$ cat config.mk
export PLATFORM = sky130hd
export DESIGN_NAME = tros_front
export DESIGN_NICKNAME = d
export VERILOG_FILES = /design/src/tros_pkg.sv /design/src/tros_front.sv
export SDC_FILE = /design/constraint.sdc
export NUM_CORES = 1
export LEC_CHECK = 0
export BUFFER_PORTS_ARGS = -buffer_cell sky130_fd_sc_hd__buf_2
export CAP_MARGIN = 20
export CORE_ASPECT_RATIO = 0.75
export CORE_MARGIN = 4
export CORE_UTILIZATION = 54
export DETAILED_ROUTE_END_ITERATION = 16
export PLACE_DENSITY_LB_ADDON = 0.08
export RECOVER_POWER = 50
export REMOVE_ABC_BUFFERS = 1
export SYNTH_ARGS = -nofsm -noshare
export SYNTH_HDL_FRONTEND = slang
export SYNTH_SLANG_ARGS = --single-unit
$ cat constraint.sdc
create_clock -name clk -period 7.9 [get_ports clk]
set_input_delay 0.395 -clock clk [delete_from_list [all_inputs] [get_ports clk]]
set_output_delay 0.395 -clock clk [all_outputs]
set_load 0.1 [all_outputs]
$ cat src/tros_pkg.sv
// Shared types, constants and the exp table for the two-row online softmax attention block.
package tros_pkg;

    localparam int HEAD_DIM        = 64;
    localparam int DIM_W           = $clog2(HEAD_DIM);
    localparam int ELEM_W          = 16;
    localparam int DOT_W           = 40;
    localparam int SCORE_SHIFT     = 3;
    localparam int SCORE_W         = DOT_W - SCORE_SHIFT;
    localparam int DIFF_W          = SCORE_W + 1;
    localparam int SUM_W           = 32;
    localparam int WGT_W           = 17;
    localparam int WGT_FRAC        = 16;
    localparam int ACC_W           = 48;
    localparam int EXP_TABLE_DEPTH = 256;
    localparam int EXP_IDX_W       = $clog2(EXP_TABLE_DEPTH);
    localparam int EXP_IDX_SHIFT   = 12;
    localparam int EXP_BIAS_IDX_W  = DIFF_W - EXP_IDX_SHIFT + 1;
    localparam int QUEUE_DEPTH     = 2;   // power of two, pointers wrap naturally
    localparam int DIV_QBITS       = 17;
    localparam logic [31:0] EXP_STEP_Q32 = 32'd4034748382;
    localparam logic [DIFF_W:0] EXP_ROUND = (DIFF_W + 1)'(1 << (EXP_IDX_SHIFT - 1));

    // Input kind codes
    localparam logic [1:0] KIND_QUERY = 2'd0;
    localparam logic [1:0] KIND_KEY   = 2'd1;
    localparam logic [1:0] KIND_VALUE = 2'd2;

    typedef enum logic [1:0] {
        OP_QUERY,
        OP_KEY,
        OP_VALUE
    } op_t;

    typedef struct packed {
        logic [1:0]               kind;
        logic [DIM_W-1:0]         dim;
        logic signed [ELEM_W-1:0] query_first;
        logic signed [ELEM_W-1:0] query_second;
        logic signed [ELEM_W-1:0] key_elem;
        logic signed [ELEM_W-1:0] value_elem;
        logic                     last_token;
    } in_item_t;

    typedef struct packed {
        logic [DIM_W-1:0]         out_dim;
        logic signed [ELEM_W-1:0] out_first;
        logic signed [ELEM_W-1:0] out_second;
        logic                     out_last;
    } out_item_t;

    // Classified item held in the queue between front and back
    typedef struct packed {
        op_t                      op;
        logic [DIM_W-1:0]         dim;
        logic signed [ELEM_W-1:0] data_a;
        logic signed [ELEM_W-1:0] data_b;
        logic                     last;
    } qentry_t;

    typedef struct packed {
        logic                    start;
        logic signed [ACC_W-1:0] acc0;
        logic signed [ACC_W-1:0] acc1;
        logic [SUM_W-1:0]        sum0;
        logic [SUM_W-1:0]        sum1;
    } div_req_t;

    typedef struct packed {
        logic                     busy;
        logic                     done;
        logic signed [ELEM_W-1:0] quot0;
        logic signed [ELEM_W-1:0] quot1;
    } div_rsp_t;

    typedef logic [WGT_W-1:0] exp_tab_t [EXP_TABLE_DEPTH];

    // Entry k approximates exp(-k/16) in Q1.16
    function automatic exp_tab_t build_exp_tab();
        exp_tab_t    tab;
        logic [95:0] p;
        p = 96'd1 << 32;
        for (int k = 0; k < EXP_TABLE_DEPTH; k++) begin
            tab[k] = WGT_W'((p + 96'd32768) >> 16);
            p = (p * 96'(EXP_STEP_Q32) + (96'd1 << 31)) >> 32;
        end
        return tab;
    endfunction

    localparam exp_tab_t EXP_TAB = build_exp_tab();
    localparam logic [WGT_W-1:0] EXP_ONE = EXP_TAB[0];

    // exp(-d) for a non-negative Q.16 difference
    function automatic logic [WGT_W-1:0] exp_neg(input logic [DIFF_W-1:0] d);
        logic [DIFF_W:0]           biased;
        logic [EXP_BIAS_IDX_W-1:0] idx;
        logic [WGT_W-1:0]          res;
        biased = {1'b0, d} + EXP_ROUND;
        idx    = biased[DIFF_W:EXP_IDX_SHIFT];
        if (idx >= EXP_BIAS_IDX_W'(EXP_TABLE_DEPTH)) begin
            res = '0;
        end
        else begin
            res = EXP_TAB[idx[EXP_IDX_W-1:0]];
        end
        return res;
    endfunction

endpackage

$ cat src/tros_front.sv
// Front end: accepts items, classifies them and queues them for the back end.
module tros_front (
    input  logic               clk,
    input  logic               rst_n,
    input  logic               item_valid,
    output logic               item_stall,
    input  tros_pkg::in_item_t item,
    output logic               q_valid,
    output tros_pkg::qentry_t  q_head,
    input  logic               q_pop
);
    import tros_pkg::*;

    localparam int PTR_W = $clog2(QUEUE_DEPTH);
    localparam int CNT_W = $clog2(QUEUE_DEPTH + 1);

    qentry_t          entries_reg [QUEUE_DEPTH];
    logic [PTR_W-1:0] wr_ptr_reg;
    logic [PTR_W-1:0] rd_ptr_reg;
    logic [CNT_W-1:0] count_reg;
    qentry_t          entry;
    logic             keep;
    logic             push;

    // Classify the item; unknown kinds are dropped
    always_comb
    begin
        entry.dim    = item.dim;
        entry.last   = item.last_token;
        entry.data_b = '0;
        entry.data_a = '0;
        entry.op     = OP_QUERY;
        keep         = 1'b1;
        case (item.kind)
            KIND_QUERY:
            begin
                entry.op     = OP_QUERY;
                entry.data_a = item.query_first;
                entry.data_b = item.query_second;
            end
            KIND_KEY:
            begin
                entry.op     = OP_KEY;
                entry.data_a = item.key_elem;
            end
            KIND_VALUE:
            begin
                entry.op     = OP_VALUE;
                entry.data_a = item.value_elem;
            end
            default:
            begin
                keep = 1'b0;
            end
        endcase
    end

    assign item_stall = (count_reg == CNT_W'(QUEUE_DEPTH));
    assign push       = item_valid && !item_stall && keep;
    assign q_valid    = (count_reg != '0);
    assign q_head     = entries_reg[rd_ptr_reg];

    // Store queued items
    always_ff @(posedge clk)
    begin
        if (push)
        begin
            entries_reg[wr_ptr_reg] <= entry;
        end
    end

    // Advance pointers and count
    always_ff @(posedge clk or negedge rst_n)
    begin
        if (!rst_n)
        begin
            wr_ptr_reg <= '0;
            rd_ptr_reg <= '0;
            count_reg  <= '0;
        end
        else
        begin
            if (push)
            begin
                wr_ptr_reg <= wr_ptr_reg + 1'b1;
            end
            if (q_pop)
            begin
                rd_ptr_reg <= rd_ptr_reg + 1'b1;
            end
            if (push && !q_pop)
            begin
                count_reg <= count_reg + 1'b1;
            end
            else if (!push && q_pop)
            begin
                count_reg <= count_reg - 1'b1;
            end
        end
    end

endmodule

Word-level counts from Yosys, hierarchy flattened:

Memories as Yosys holds them, arrays and structs flattened.
Index checks and enable logic that the tools add are counted.
W data, S select, Z words.

* equality and inequality tests: 3
* $lt $le $gt $ge: 0
* reductions and logical operators: 11
* add/sub/neg operators: 4
* shifts and indexed selects: 0
* divide/modulo/power cells: 0
* mux-type cells: 8
* bitwise gates (word level): 0
* $mul: 0

Operators with widths (count)
* $pmux W16 S3: 1
* $mux W16: 1
* $eq A2 B2 Y1 const B: 2
* $logic_and A1 B1 Y1: 4
* $mux W2: 2
* $pmux W2 S2: 1
* $reduce_bool A2 Y1: 2
* $logic_not A1 Y1: 3
* $mux W1: 3
* $reduce_or A3 Y1: 1
* $add A1 B1 Y1 const B: 2
* $add A2 B1 Y2 const B: 1
* $eq A2 B1 Y1 const B: 1
* $logic_not A2 Y1: 1
* $sub A2 B1 Y2 const B: 1

* memories: 1
* latch bits: 0
* bits in read-only memories: 0
* flip-flop bits (word level): 4
* bits of input ports: 77
* logic and storage cells: 30
* RAM bits: 82

Memory list
* entries_reg: words 2, width 41, read ports 1, clocked after Yosys merged registers in 0, write ports 1, line tros_front.sv:17 `qentry_t entries_reg [QUEUE_DEPTH];`

Depth between registers and ports, before layout:

* depth after elaboration: 8
* depth in mapped cells: 8
* mapped depth without buffers: 7

Worst setup path before layout:

OpenSTA, ideal clock, no wires.

* path kind: register to register
* start point: register count_reg[1]
* end point: memory entries_reg[0][0] in the netlist's numbering, enable pin
* cell stages (with the launch flop): 4
* slack: 4484 ps
* period minus slack after synthesis: 3416 ps
* data arrival time: 2976 ps
* data required time: 7460 ps
* buffers on the path: 0
* library setup time: 440 ps
* path through: dfrtp_1 -> nor2b_1 -> nand3b_1 -> nor2_1

* longest elaborated chain between the ends: 6

Ends and longest elaborated chain
* from (decl): line tros_front.sv:20 `logic [CNT_W-1:0] count_reg;`
* from (signal assigned): line tros_front.sv:93 `count_reg <= count_reg + 1'b1;`
* from (signal assigned): line tros_front.sv:97 `count_reg <= count_reg - 1'b1;`
* $eq A2 B2 Y1: line tros_front.sv:58 `assign item_stall = (count_reg == CNT_W'(QUEUE_DEPTH));`
* named net item_stall: line tros_front.sv:6 `output logic item_stall,`
* $logic_not A1 Y1: line tros_front.sv:59 `assign push = item_valid && !item_stall && keep;`
* $logic_and A1 B1 Y1 (2 in series): line tros_front.sv:59
* $mux W1: line tros_front.sv:66 `if (push)`
* $mux W1 (not written as such): line tros_front.sv:68 `entries_reg[wr_ptr_reg] <= entry;`
* to (decl): line tros_front.sv:17

The timed path passes the listed nets, and every way through them passes these cells.

Worst setup path in the final report:

* start point: input item[71] in the netlist's numbering
* end point: memory entries_reg[0][9] in the netlist's numbering, enable pin

* longest elaborated chain between the ends: 6
* elaborated cells between the ends (all ways): 8
* those cells by class: eq/ne: 2; mux: 3; reduce/logical: 3

Ends and longest elaborated chain
* from (decl): line tros_front.sv:7 `input tros_pkg::in_item_t item,`
* $eq A2 B2 Y1, or another cell as far along: line tros_front.sv:34 `case (item.kind)`
* $reduce_or A3 Y1 (no line) *
* $mux W1 *: line tros_front.sv:34
* $logic_and A1 B1 Y1 *: line tros_front.sv:59
* $mux W1 *: line tros_front.sv:66
* $mux W1 (not written as such) *: line tros_front.sv:68

Mark *: on every way between the ends. The rest lies on a longest branch, timed or not.

==> impl_metrics.toml <==
[route]
wl_per_cell_um = 15.78
drtAntennaViolNets = 0
vias_per_cell = 5.065
dr.pass1.iters = 4
wl_met2_um = 3260
route.detailed.drc = 0
topRoutingLayerUsed = "met4"
m1WireLength_um = 2888
wl_met3_um = 533
drt_iter0_markers = 86
vias = 2173
drt_wl_total_um = 6768

[setup_path]
crit_arrival_ps = 3200
r2r_setup_slack_ps = 4770
cp-end-kind = "register"
crit_fanout = 41
reg2reg_to = "entries_reg[0][9]"
reg2reg_depth = 4
crit_required_ps = 7820
cp-start-kind = "input port"
reg2reg_from = "count_reg[1]"
crit_type = "input port to register"

[clocking]
tritoncts = "done"
insertion_delay_ps = 340
cts_buffers = 9
ctsHtreeMaxLevel = 3
cts_resized = 0
cts-root-buf = "clkbuf_8"
path_clk_slew_ps = 90
cts_sinks = 86
post-cts-setup-buffers = 0
postCtsHoldBufs = 1
clockBufferDepth = 2

[grt]
antenna_found_initial = 0
grt_pass1_vias = 2195
grt_usage_pct = 17.42
grt_start_max_net_pins = 43
gr-total-overflow = 0
grt_pass1_wl_um = 10670

[synth]
yosysSeqAreaShare_pct = 70.43
synth_edf_count = 82
ys.flop_type = "edfxtp_1"
ys_ff_latch = 86
synth_cell_types = 23
yosysTopAreaCellShare_pct = 67.68
yosys_warnings = 0
synth_top_family_by_area = "multiplexers"
synth_compound_area_share_pct = 2.201
avgSynthCellArea_sq_um = 16.39
synth_fa_ha_area_share_pct = 0.3439
synthArstFlopShare_pct = 4.651
netlist_top_cells_area = "edfxtp_1 68%, mux2_2 13%, mux2i_1 4.4%"
netlist_instances = 222
muxShareOfSynthArea_pct = 17.09
synth-xor-area-share_pct = 1.204
syn_area_sq_um = 3638
synthMostInstantiatedCell = "edfxtp_1"
synth-simple-area-share_pct = 6.052
yosys.area.top_type = "edfxtp_1"
synth.top_cells.by_count = "82 x edfxtp_1, 41 x mux2_2, 17 x nand2_1, 16 x and2_1, 16 x mux2i_1"

[finish]
largest_reg_flops = 82
design_area_sq_um = 4443
layout-drive-gt1-share_pct = 49.71
n_antenna_cell = 0
nNetsFinal = 421
synthToLayoutAreaGrowth_pct = 22.11

[die]
num_rows = 25
fp.dieArea_sq_um = 8129
start_util_pct = 56.74
io_pins = 120
die_h_um = 79.09
core-area_sq_um = 6412
die_w_um = 102.8

[timing]
max_freq_ghz = 0.3046
post-route-period-util_pct = 41.56
fin_worst_skew_ps = 8.766
period_needed_ps = 3283
holdWs_ps = 230.1
worst_slew_pin_slew_ps = 2312
finalSetupViolCount = 0
rsz0062_at_grt = "false"
hold_violations = 0
tns_ps = 0
final_max_slew_viol_count = 85
relSlewSlack_pct = -54.16

[outcome]
violations = "capacitance limit, slew limit"
outcome = "finished, violations left"

[hold_path]
hp-class = "input port to register"
min_path_cells = 1
hold_path_end = "entries_reg[0][36]"
hold_start = "item[68]"

[placed_design]
place.port_buffers = 119
gp_congestion = 0.6950
hpwl_um = 4623
placed_cell_area_sq_um = 4280

[job]
maxCapViolations = 2
==> worst max-delay path by stage <==
stage                             from            endpoint  slack, ps  cells past startpoint
after floorplan           count_reg[1]   entries_reg[0][0]       4480                      3
after global placement      rd_ptr_reg          q_head[16]       5750                      2
after detailed placement    rd_ptr_reg          q_head[16]       5740                      2
after CTS                   rd_ptr_reg          q_head[16]       5350                      2
after global routing          item[71]  entries_reg[0][20]       4310                      5
final                         item[71]   entries_reg[0][9]       4620                      5
==> cell families after synthesis <==
group	count (synthesis)
simple gates	42
flops	86
mux	57
xor+xnor	5
fa+ha+maj	1
compound gates	16
buf+inv	15
==> layer usage <==
layer	global-route usage [%]	up-vias
li1	-	1066
met3	6.409	10
met5	0	-
met1	21.83	1022
met2	28.80	75
met4	4.398	0
==> layout by cell type, fill, tap and decap left out, types with 2 or more instances in the layout <==
master      count
dfrtp_1         4
nor2_4          2
clkbuf_8        9
clkinvlp_4      3
mux2_2         41
clkinv_2        2
buf_2         112
and2_0         16
o21ai_0        16
edfxtp_1       82
inv_1           3
mux2i_1        16
clkbuf_1        8
nor2b_1         2
nor2_1          2
xnor2_1         2
nand2_1        17
xor2_1          3
==> final cells by class <==
| type | count | area [sq um] |
|---|---|---|
| tap | 81 | 101.3 |
| multi-input combinational | 121 | 985.9 |
| sequential | 86 | 2562 |
| timing repair buffer | 122 | 608.1 |
| clock inverter | 7 | 50.05 |
| fill | 499 | 1969 |
| clock buffer | 9 | 123.9 |
| inverter | 3 | 11.26 |
==> stage by stage <==
stage	std cells	util, %	setup slack [ps]
after global placement	412	66.75	5751
final	429	69.29	4617
after detailed placement	412	66.75	5745
after floorplan	210	-	4484
after CTS	429	69.62	5349
after global routing	429	69.29	4310
==> worst max-delay path: stages <==
cell      delay, ps
clkbuf_1        500
nand2_1         230
nand3b_1        260
nor2_4          140
clkbuf_1       1650
Power is left out: the tool's default activity adds up to more than one toggle a clock period on the data nets, which glitch-free logic cannot reach.
