### src/tros_pkg.sv
// Shared types, constants and the exp table for the two-row online softmax attention block.
package tros_pkg;

    localparam int HEAD_DIM        = 64;
    localparam int DIM_W           = $clog2(HEAD_DIM);
    localparam int ELEM_W          = 16;
    localparam int DOT_W           = 40;
    localparam int SCORE_SHIFT     = 3;
    localparam int SCORE_W         = DOT_W - SCORE_SHIFT;
    localparam int DIFF_W          = SCORE_W + 1;
    localparam int SUM_W           = 32;
    localparam int WGT_W           = 17;
    localparam int WGT_FRAC        = 16;
    localparam int ACC_W           = 48;
    localparam int EXP_TABLE_DEPTH = 256;
    localparam int EXP_IDX_W       = $clog2(EXP_TABLE_DEPTH);
    localparam int EXP_IDX_SHIFT   = 12;
    localparam int EXP_BIAS_IDX_W  = DIFF_W - EXP_IDX_SHIFT + 1;
    localparam int QUEUE_DEPTH     = 2;   // power of two, pointers wrap naturally
    localparam int DIV_QBITS       = 17;
    localparam logic [31:0] EXP_STEP_Q32 = 32'd4034748382;
    localparam logic [DIFF_W:0] EXP_ROUND = (DIFF_W + 1)'(1 << (EXP_IDX_SHIFT - 1));

    // Input kind codes
    localparam logic [1:0] KIND_QUERY = 2'd0;
    localparam logic [1:0] KIND_KEY   = 2'd1;
    localparam logic [1:0] KIND_VALUE = 2'd2;

    typedef enum logic [1:0] {
        OP_QUERY,
        OP_KEY,
        OP_VALUE
    } op_t;

    typedef struct packed {
        logic [1:0]               kind;
        logic [DIM_W-1:0]         dim;
        logic signed [ELEM_W-1:0] query_first;
        logic signed [ELEM_W-1:0] query_second;
        logic signed [ELEM_W-1:0] key_elem;
        logic signed [ELEM_W-1:0] value_elem;
        logic                     last_token;
    } in_item_t;

    typedef struct packed {
        logic [DIM_W-1:0]         out_dim;
        logic signed [ELEM_W-1:0] out_first;
        logic signed [ELEM_W-1:0] out_second;
        logic                     out_last;
    } out_item_t;

    // Classified item held in the queue between front and back
    typedef struct packed {
        op_t                      op;
        logic [DIM_W-1:0]         dim;
        logic signed [ELEM_W-1:0] data_a;
        logic signed [ELEM_W-1:0] data_b;
        logic                     last;
    } qentry_t;

    typedef struct packed {
        logic                    start;
        logic signed [ACC_W-1:0] acc0;
        logic signed [ACC_W-1:0] acc1;
        logic [SUM_W-1:0]        sum0;
        logic [SUM_W-1:0]        sum1;
    } div_req_t;

    typedef struct packed {
        logic                     busy;
        logic                     done;
        logic signed [ELEM_W-1:0] quot0;
        logic signed [ELEM_W-1:0] quot1;
    } div_rsp_t;

    typedef logic [WGT_W-1:0] exp_tab_t [EXP_TABLE_DEPTH];

    // Entry k approximates exp(-k/16) in Q1.16
    function automatic exp_tab_t build_exp_tab();
        exp_tab_t    tab;
        logic [95:0] p;
        p = 96'd1 << 32;
        for (int k = 0; k < EXP_TABLE_DEPTH; k++) begin
            tab[k] = WGT_W'((p + 96'd32768) >> 16);
            p = (p * 96'(EXP_STEP_Q32) + (96'd1 << 31)) >> 32;
        end
        return tab;
    endfunction

    localparam exp_tab_t EXP_TAB = build_exp_tab();
    localparam logic [WGT_W-1:0] EXP_ONE = EXP_TAB[0];

    // exp(-d) for a non-negative Q.16 difference
    function automatic logic [WGT_W-1:0] exp_neg(input logic [DIFF_W-1:0] d);
        logic [DIFF_W:0]           biased;
        logic [EXP_BIAS_IDX_W-1:0] idx;
        logic [WGT_W-1:0]          res;
        biased = {1'b0, d} + EXP_ROUND;
        idx    = biased[DIFF_W:EXP_IDX_SHIFT];
        if (idx >= EXP_BIAS_IDX_W'(EXP_TABLE_DEPTH)) begin
            res = '0;
        end
        else begin
            res = EXP_TAB[idx[EXP_IDX_W-1:0]];
        end
        return res;
    endfunction

endpackage

### src/tros_div.sv
// Two-lane bit-serial divider that normalizes accumulators by the running sums.
module tros_div (
    input  logic               clk,
    input  logic               rst_n,
    input  tros_pkg::div_req_t req,
    output tros_pkg::div_rsp_t rsp
);
    import tros_pkg::*;

    localparam int NUM_W = ACC_W + 1;
    localparam int CNT_W = $clog2(DIV_QBITS);

    typedef enum logic [1:0] {
        D_IDLE,
        D_PREP,
        D_RUN,
        D_FIN
    } dstate_t;

    dstate_t                  state_reg;
    logic [CNT_W-1:0]         step_reg;
    logic                     done_reg;
    logic signed [ACC_W-1:0]  acc_reg [2];
    logic [SUM_W-1:0]         sum_reg [2];
    logic [NUM_W-1:0]         rem_reg [2];
    logic [NUM_W-1:0]         dv_reg [2];
    logic [DIV_QBITS-1:0]     q_reg [2];
    logic                     big_reg [2];
    logic signed [ELEM_W-1:0] res_reg [2];
    logic [ACC_W-1:0]         mag [2];
    logic [NUM_W-1:0]         num_next [2];
    logic                     ge [2];
    logic signed [ELEM_W-1:0] res_next [2];

    // Per-lane prepare, step and finish values
    always_comb
    begin
        for (int r = 0; r < 2; r++)
        begin
            mag[r]      = acc_reg[r][ACC_W-1] ? ACC_W'(-acc_reg[r]) : ACC_W'(acc_reg[r]);
            num_next[r] = NUM_W'(mag[r]) + NUM_W'(sum_reg[r] >> 1);
            ge[r]       = (rem_reg[r] >= dv_reg[r]);
            if (sum_reg[r] == '0)
            begin
                res_next[r] = '0;
            end
            else if (acc_reg[r][ACC_W-1])
            begin
                if (big_reg[r] || (q_reg[r] > DIV_QBITS'(32768)))
                begin
                    res_next[r] = {1'b1, {(ELEM_W-1){1'b0}}};
                end
                else
                begin
                    res_next[r] = ELEM_W'(-$signed({1'b0, q_reg[r]}));
                end
            end
            else
            begin
                if (big_reg[r] || (q_reg[r] > DIV_QBITS'(32767)))
                begin
                    res_next[r] = {1'b0, {(ELEM_W-1){1'b1}}};
                end
                else
                begin
                    res_next[r] = ELEM_W'(q_reg[r]);
                end
            end
        end
    end

    // Lane datapath
    always_ff @(posedge clk)
    begin
        for (int r = 0; r < 2; r++)
        begin
            case (state_reg)
                D_PREP:
                begin
                    rem_reg[r] <= num_next[r];
                    big_reg[r] <= (num_next[r] >= (NUM_W'(sum_reg[r]) << DIV_QBITS));
                    dv_reg[r]  <= NUM_W'(sum_reg[r]) << (DIV_QBITS - 1);
                    q_reg[r]   <= '0;
                end
                D_RUN:
                begin
                    if (ge[r])
                    begin
                        rem_reg[r] <= rem_reg[r] - dv_reg[r];
                    end
                    q_reg[r]  <= {q_reg[r][DIV_QBITS-2:0], ge[r]};
                    dv_reg[r] <= dv_reg[r] >> 1;
                end
                D_FIN:
                begin
                    res_reg[r] <= res_next[r];
                end
                default:
                begin
                    if (req.start)
                    begin
                        acc_reg[r] <= (r == 0) ? req.acc0 : req.acc1;
                        sum_reg[r] <= (r == 0) ? req.sum0 : req.sum1;
                    end
                end
            endcase
        end
    end

    // Sequence the division
    always_ff @(posedge clk or negedge rst_n)
    begin
        if (!rst_n)
        begin
            state_reg <= D_IDLE;
            step_reg  <= '0;
            done_reg  <= 1'b0;
        end
        else
        begin
            done_reg <= 1'b0;
            case (state_reg)
                D_IDLE:
                begin
                    if (req.start)
                    begin
                        state_reg <= D_PREP;
                    end
                end
                D_PREP:
                begin
                    step_reg  <= '0;
                    state_reg <= D_RUN;
                end
                D_RUN:
                begin
                    step_reg <= step_reg + 1'b1;
                    if (step_reg == CNT_W'(DIV_QBITS - 1))
                    begin
                        state_reg <= D_FIN;
                    end
                end
                D_FIN:
                begin
                    done_reg  <= 1'b1;
                    state_reg <= D_IDLE;
                end
                default:
                begin
                    state_reg <= D_IDLE;
                end
            endcase
        end
    end

    assign rsp.busy  = (state_reg != D_IDLE);
    assign rsp.done  = done_reg;
    assign rsp.quot0 = res_reg[0];
    assign rsp.quot1 = res_reg[1];

endmodule

### config.mk
export PLATFORM = sky130hd
export DESIGN_NAME = tros_div
export DESIGN_NICKNAME = d
export VERILOG_FILES = /design/src/tros_pkg.sv /design/src/tros_div.sv
export SDC_FILE = /design/constraint.sdc
export NUM_CORES = 1
export LEC_CHECK = 0
export BUFFER_PORTS_ARGS = -buffer_cell sky130_fd_sc_hd__buf_2
export CORE_ASPECT_RATIO = 0.6
export CORE_MARGIN = 2
export CORE_UTILIZATION = 35
export DETAILED_ROUTE_END_ITERATION = 16
export HOLD_SLACK_MARGIN = 0.15
export PLACE_DENSITY_LB_ADDON = 0.25
export SLEW_MARGIN = 20
export SYNTH_ARGS = -nofsm -noshare
export SYNTH_HDL_FRONTEND = slang
export SYNTH_SLANG_ARGS = --single-unit
### constraint.sdc
create_clock -name clk -period 10.4 [get_ports clk]
set_input_delay 1.56 -clock clk [delete_from_list [all_inputs] [get_ports clk]]
set_output_delay 1.56 -clock clk [all_outputs]
set_load 0.02 [all_outputs]
* Word-level counts from Yosys, hierarchy flattened
Memory sizes are Yosys's and may differ from the RTL's.
Cells that the tools add are included.
** Word-level totals
- Register bits :: 8
- Bits in latches :: 0
- Memory bits (writable) :: 422
- Memory bits (read-only) :: 0
- Memories kept :: 7
** Memories
- rem_reg :: depth 2, bits a word 49, read ports 2, clocked after memory_dff 0, write ports 2, RTL line tros_div.sv:25 : logic [NUM_W-1:0] rem_reg [2];
- acc_reg :: depth 2, bits a word 48, read ports 2, clocked after memory_dff 0, write ports 2, RTL line tros_div.sv:23 : logic signed [ACC_W-1:0] acc_reg [2];
- dv_reg :: depth 2, bits a word 48, read ports 2, clocked after memory_dff 0, write ports 2, RTL line tros_div.sv:26 : logic [NUM_W-1:0] dv_reg [2];
- sum_reg :: depth 2, bits a word 32, read ports 2, clocked after memory_dff 0, write ports 2, RTL line tros_div.sv:24 : logic [SUM_W-1:0] sum_reg [2];
- q_reg :: depth 2, bits a word 17, read ports 2, clocked after memory_dff 0, write ports 2, RTL line tros_div.sv:27 : logic [DIV_QBITS-1:0] q_reg [2];
- res_reg :: depth 2, bits a word 16, read ports 2, clocked after memory_dff 0, write ports 2, RTL line tros_div.sv:29 : logic signed [ELEM_W-1:0] res_reg [2];
- 1 more memories
** Cells by class
- $add $sub $neg :: 9
- Multipliers :: 0
- Div/mod/pow operators :: 0
- Order comparisons :: 8
- Equal/unequal tests :: 6
- Shifts and indexed selects :: 0
- Muxes and demuxes :: 35
- Bitwise operators :: 6
- Reduce and logical (&&, ||, !) cells :: 11
** Operators by type and width (number)
- $ge 49x49->1 :: 4
- $mux 48 :: 4
- $mux 16 :: 8
- $add 48x31->49 :: 2
- $mux 49 :: 2
- $sub 49x49->49 :: 2
- $neg 48->48 :: 2
- $logic_not 32->1 :: 2
- $gt 17x15->1 const B :: 2
- $gt 17x16->1 const B :: 2
- $mux 17 :: 2
- $neg 16->16 :: 2
- $mux 1 :: 15
- $pmux 5 s2 :: 1
- $pmux 2 s4 :: 1
- $or 1x1->1 :: 6
- $add 5x1->5 const B :: 1
- $eq 5x5->1 const B :: 1
- $eq 2x2->1 const B :: 2
- $logic_or 1x1->1 :: 4
- $mux 2 :: 2
- $ne 2x2->1 const B :: 2
- $reduce_bool 2->1 :: 2
- $reduce_or 3->1 :: 1
- 3 further kinds :: 3

* Longest topological paths before layout
Gate-level depths: netlist of the first run.
An unclocked memory read counts as a cell.
- Depth after elaboration :: 6
- Gate-level depth with buffers :: 32

* Least setup slack after synthesis of the first run
Ideal clock, no wire load.
- Kind :: register to register
- Start point :: memory acc_reg[0][47]
- End point :: memory big_reg[0][0], data pin
- Arrival time :: 5.921 ns
- Slack :: 4.291 ns
- Cell stages (with the launch flop) :: 28
- Path buffers :: 6
- Cells stage by stage :: edfxtp_1 clkbuf_1 clkbuf_1 clkbuf_1 clkbuf_1 clkbuf_1 o41ai_1 xnor2_1 ha_1 a41oi_1 o221ai_1 a2111oi_0 o21ai_0 nand4_1 nand4_1 a221oi_1 or2_1 buf_2 nor2_1 xnor2_1 ha_1 nand4_1 nor4_1 nand3_1 nor3_1 nand4_1 or4_1 o41ai_1
** RTL lines
- start, declared :: RTL line tros_div.sv:23
- end, declared :: RTL line tros_div.sv:28 : logic big_reg [2];

==> out/metrics.csv, run 1 <==
metric;value;unit
status;complete, no violations;
synth-async-reset-ratio;0.0186;
postSynthAreaPerCell;9.95;sq um
track_usage;0.214;
start_util;0.353;
ios;197;
cts_resized;0;
nFillCells;8407;
grt_max_degree;73;
grt_pass1_vias;21900;
nets;3577;
hold_violations;0;
die_w;383;um
layout-drive-gt1-share;0.130;
multi_input_area;0.0161;sq mm
antenna_found_initial;10;
finalCriticalPeriod;8150;ps
row_count;83;
coreArea;0.0855;sq mm
synth-edff-count;421;
grt-ovfl-total;0;
clk_latency;640;ps
cap_violations;0;
path_class;reg -> reg;
hold_path.class;reg -> reg;
grt_pass1_wl;143;mm
fin_crit_sh;0.784;
ys.flop_type;edfxtp_1;
numCtsBuffers;46;
routabilityCongestion;0.965;
crit_path_max_incr_delay;870;ps
drv_slew;0;
critPathLaunchType;register;
fmax;123;MHz
busiest_layer;met1;
cts.path.max_buffers;3;
netlist_instances;3035;
postCtsSetupBuffers;0;
slew_headroom;0.263;
synth_cell_types;104;
largest_reg_flops;98;
cp_data_arrival_time;8600;ps
fin_tns_setup;0;ps
die-area;0.0887;sq mm
path_cells;or4_1, nor4_1, nand3_1, o21ai_0, xnor2_1, ha_1, nand2_1, o21ai_0, o21ba_2, a31oi_1, a221o_1, o31ai_1, or2_2, nor4_1, xnor2_1, ha_1, nand4_1, nor4_1, nand3_1, nor3_1, nand4_1, or4_1, o41ai_1;
post-route-cell-area;0.0339;sq mm
syn_to_final_growth;12.3;%
skew;35.5;ps
rsz0062_at_grt;false;
grt_use_met2;0.241;
path_max_fanout;7;
postCtsHoldBufs;0;
grt_use_met1;0.369;
htreeDepth;2;
required;10850;ps
routed_via_density;5.61;
grt_use_met3;0.0663;
vdd_drop_max;0.188;mV
wl_per_cell;22.1;um
initialDrtViolationCount;3063;
firstDrtPassIters;6;
vias;24500;
final-seq-area;0.0129;sq mm
synthesis.area;0.0302;sq mm
clk_pin_slew_worst_paths;70;ps
slowest_stage;nor4_1;
tightest_slew;1100;ps
cts_tree;done;
dieHeight;231;um
drc_errors;0;
yosysWarnings;0;
powerDensity;392;mW/mm^2
place_area;0.0323;sq mm
hpwl;74.9;mm
finalSetupViolations;0;
port_buffers;196;
end_kind;register;
drt.antenna.violating_nets;0;
crit_path_frequent_cell;nor4_1;
wirelength;96.5;mm
p_leak;13.2;nW
yosys_register_bits;430;
cts_sinks;430;
clockRootBuffer;clkbuf_16;
yosysSeqAreaShare;0.426;
## through the flow
stage               setup slack (ps)  hold slack [ps]  power, mW   util  std cells
finish                          2250              519       13.3  0.397       4360
global route                    1840              548       14.3  0.396       4359
CTS                             2480              512       13.2  0.396       4359
detailed placement              2460              503       11.3  0.378       4274
global placement                2680              506       11.4  0.378       4274
floorplan                       4290              475       9.07      -       3036
## cell usage after synthesis (5+ instances only)
cell         n  area [sq um]
edfxtp_1   421         12600
ha_1       235          2940
nand2_1    234           878
o21ai_0    230          1150
inv_1      217           815
a21oi_1    192           961
xnor2_1    160          1400
nor2_1     142           533
clkbuf_1   109           409
a21o_1     100           751
xor2_1      91           797
and2_1      73           457
mux2_2      66           743
nand4_1     62           388
nand3_1     57           285
o31ai_1     47           353
or3_1       41           257
a31oi_1     40           250
nor4_1      40           250
nor2b_1     36           225
nor3_1      36           180
nand2b_1    34           213
a22o_1      26           228
o21bai_1    24           180
o21a_1      23           173
a211oi_1    22           165
and3_1      21           131
o41ai_1     19           166
nand4b_1    18           158
o211ai_1    18           135
or2_2       14          87.6
or4_1       13          97.6
a221oi_1    11          96.3
a21boi_0     8          60.1
dfrtp_1      8           200
a31o_2       7          61.3
and4_1       7          61.3
mux2i_1      7          70.1
o31a_1       7          61.3
a2111oi_0    6          52.6
buf_1        6          22.5
o221ai_1     5          43.8
## worst max-delay path: cells and delay by family (launching register included)
family | cells | cell delay (ps)
AO/OA/AOI/OAI | 7 | 1890
XOR/XNOR | 2 | 350
adder cells (fa/ha/maj) | 2 | 770
flip-flops | 1 | 420
AND/OR/NAND/NOR | 12 | 4520
## final cells by class
type | instances | area share
Multi-Input combinational cell | 2266 | 0.475
Sequential cell | 430 | 0.380
Tap cell | 1147 | 0.0423
Clock buffer | 55 | 0.0356
Timing Repair Buffer | 213 | 0.0327
Inverter | 218 | 0.0241
Clock inverter | 30 | 0.0109
Antenna cell | 1 | 0.0000738
## worst paths after layout
| kind | from | endpoint | slack [ps] | cells past startpoint |
|---|---|---|---|---|
| setup / recovery | acc_reg[0][5] | big_reg[0][0] | 2250 | 23 |
| hold / removal | step_reg[3] | step_reg[3] | 520 | 1 |
| setup reg to reg | acc_reg[0][5] | big_reg[0][0] | 2250 | 23 |
| hold reg to reg | step_reg[3] | step_reg[3] | 520 | 1 |
| max in group asynchronous | rst_n | step_reg[3] | 9430 | 1 |
| min in group asynchronous | rst_n | state_reg[1] | 780 | 1 |
## where the power goes
group          internal (mW)  total, mW  switching (mW)
logic                   2.97       7.99            5.02
registers               3.06       3.55           0.489
clock network          0.988       1.76           0.776
## kinds of logic after synthesis
logic type / Yosys count / share of synthesized area
adders and majority gates: 239 / 0.100
AOI/OAI and AO/OA: 839 / 0.179
other: 1 / 0.000124
DFF: 430 / 0.426
and+or+nand+nor: 859 / 0.150
xor gates and xnor gates: 254 / 0.0744
buffers and inverters: 340 / 0.0431
muxes: 73 / 0.0269
## cells in the final DEF (no fill, tap or decap), types with 47 or more instances in the layout
master     count
and2_1        72
nand2_1      234
xnor2_1      159
buf_2        196
o21ai_0      230
nor2_1       141
nand4_1       62
a21o_1       100
a21oi_1      192
nand3_1       57
mux2_2        66
inv_1        217
o31ai_1       47
edfxtp_1     421
xor2_1        91
ha_1         232
clkbuf_16     47
## per-layer routing
| metal | vias up | routed length, um |
|---|---|---|
| met1 | 11800 | 51500 |
| met2 | 1049 | 32400 |
| met5 | - | 214 |
| met4 | 8 | 1010 |
| li1 | 11600 | - |
| met3 | 70 | 11300 |
Note: power is estimated with default switching activity, not from simulation.
==> inputs of run 2 (changes only) <==
clock period = 7.2 ns   (was 10.4 ns; I/O delays follow)
==> out/metrics.csv, run 2 (synthesis results as in run 1) <==
metric;value;unit;change
status;complete, no violations;;unchanged
path_class;reg -> reg;;unchanged
p_leak;13.5;nW;was 13.2 nW
clockRootBuffer;clkbuf_16;;unchanged
timing.rr.start;acc_reg[0][5];;unchanged
cts_resized;0;;unchanged
p_sw_frac;0.470;;was 0.473
crit_path_frequent_cell;buf_4;;was nor4_1
wl_per_cell;21.9;um;was 22.1 um
slew_headroom;0.189;;was 0.263
die-area;0.0887;sq mm;unchanged
cts_tree;done;;unchanged
track_usage;0.212;;was 0.214
vias;24500;;about the same
grt_pass1_vias;21800;;was 21,900
hold_path.class;in -> async;;was reg -> reg
port_buffers;196;;unchanged
die_w;383;um;unchanged
coreArea;0.0855;sq mm;unchanged
rsz0062_at_grt;false;;unchanged
crit_path_max_incr_delay;620;ps;was 870 ps
cp_data_arrival_time;7280;ps;was 8600 ps
cap_violations;0;;unchanged
start_util;0.353;;unchanged
wirelength;96.4;mm;was 96.5 mm
slowest_stage;or4_4;;was nor4_1
dieHeight;231;um;unchanged
fin_tns_setup;0;ps;unchanged
cts_sinks;430;;unchanged
startpoint;acc_reg[0][5];;unchanged
antenna_found_initial;6;;was 10
postCtsHoldBufs;0;;unchanged
ios;197;;unchanged
p_comb_frac;0.600;;was 0.601
mostFrequentLayoutCells;421 x edfxtp_1, 234 x nand2_1, 232 x ha_1, 229 x o21ai_0, 217 x inv_1;;was 421 x edfxtp_1, 234 x nand2_1, 232 x ha_1, 230 x o21ai_0, 217 x inv_1
clk_pin_slew_worst_paths;70;ps;about the same
fmax;147;MHz;was 123 MHz
htreeDepth;2;;unchanged
tightest_slew;1210;ps;was 1100 ps
clk_latency;650;ps;was 640 ps
required;7660;ps;was 10,850 ps
powerDensity;569;mW/mm^2;was 392 mW/mm^2
p_int;10.4;mW;was 7.01 mW
skew;48.7;ps;was 35.5 ps
firstDrtPassIters;5;;was 6
critPathLaunchType;register;;unchanged
grt_pass1_wl;143;mm;about the same
initialDrtViolationCount;2710;;was 3,063
routed_via_density;5.57;;was 5.61
row_count;83;;unchanged
seqPwrFrac;0.261;;was 0.267
power;19.6;mW;was 13.3 mW
finalCriticalPeriod;6820;ps;was 8150 ps
cts.path.max_buffers;3;;unchanged
hold_violations;0;;unchanged
path_depth;27;;was 23
nets;3621;;was 3,577
pwr-share-clk;0.139;;was 0.133
finalSetupViolations;0;;unchanged
grt_max_degree;85;;was 73
fin_crit_sh;0.947;;was 0.784
critPathBufInv;3;;was 0
largest_reg_flops;98;;unchanged
routabilityCongestion;0.980;;was 0.965
p_sw;9.19;mW;was 6.29 mW
reg2regPathDepth;27;;was 23
postCtsSetupBuffers;0;;unchanged
layout-drive-gt1-share;0.146;;was 0.130
drc_errors;0;;unchanged
vdd_drop_max;0.300;mV;was 0.188 mV
hpwl;75.5;mm;was 74.9 mm
numCtsBuffers;47;;was 46
drv_slew;0;;unchanged
syn_to_final_growth;13.9;%;was 12.3%
path_max_fanout;7;;unchanged
crit_family;simple AND/OR/NAND/NOR gates;;unchanged
mostFrequentLayoutCell;edfxtp_1;;unchanged
grt-ovfl-total;0;;unchanged
drt.antenna.violating_nets;0;;unchanged
ff2ff_setup_slack;380;ps;was 2250 ps
end_kind;register;;unchanged
-- run 2: final cells by class --
class,count,area [sq um]
Multi-Input combinational cell,2266,16100
Clock buffer,49,1200
Inverter,218,818
Clock inverter,38,497
Fill cell,8357,51100
Timing Repair Buffer,256,1450
Antenna cell,3,7.51
Sequential cell,430,12900
Tap cell,1147,1440
-- run 2: power groups by stage --
stage / Clock, mW / Sequential, mW / Combinational (mW)
after detailed placement: 0 / 5.14 / 11.4
after global placement: 0 / 5.13 / 11.4
after CTS: 2.77 / 5.10 / 11.4
after floorplan: 0 / 5.01 / 8.09
final: 2.72 / 5.11 / 11.7
after global routing: 2.86 / 5.21 / 12.9
-- run 2: worst reg2reg max path: stages, from the launching register on --
cell and delay, ps:
edfxtp_1 390, or4_4 620, nor4_4 340, nand3_1 190
o41ai_1 330, xnor2_1 150, ha_1 360, nand2_1 120
a211oi_1 220, nor2_1 90, o21ba_2 220, a31oi_2 260
a221o_1 230, o31ai_1 70, buf_4 150, or2_2 300
nor4_1 320, xnor2_1 150, ha_1 320, nand4_1 170
nor4_2 290, buf_4 180, nand3_1 70, buf_4 170
nor3_1 170, nand4_1 110, or4_1 410, o41ai_1 240
-- run 2: metrics by stage --
stage | setup WS (ps) | instance area, sq um | hold WS, ps | utilization | std cells
floorplan | 1090 | 30200 | 475 | - | 3036
global placement | 330 | 32600 | 505 | 0.382 | 4316
detailed placement | 225 | 32600 | 516 | 0.382 | 4316
CTS | 174 | 34300 | 247 | 0.401 | 4403
global route | 0.845 | 34400 | 273 | 0.402 | 4404
finish | 382 | 34400 | 284 | 0.402 | 4407
-- run 2: metal layers --
| metal | vias to the layer above | global-route usage | routed length [um] |
|---|---|---|---|
| li1 | 11700 | - | - |
| met1 | 11800 | 0.368 | 52500 |
| met5 | - | 0 | 33 |
| met4 | 6 | 0.0389 | 1310 |
| met2 | 969 | 0.232 | 31600 |
| met3 | 90 | 0.0711 | 11000 |
-- run 2: path summary, 6_finish.rpt --
check,endpoint
max in group asynchronous,step_reg[1]
worst max-delay path,big_reg[0][0]
min in group clk,step_reg[3]
worst min register to register,step_reg[3]
worst min-delay path,step_reg[0]
worst max register to register,big_reg[0][0]
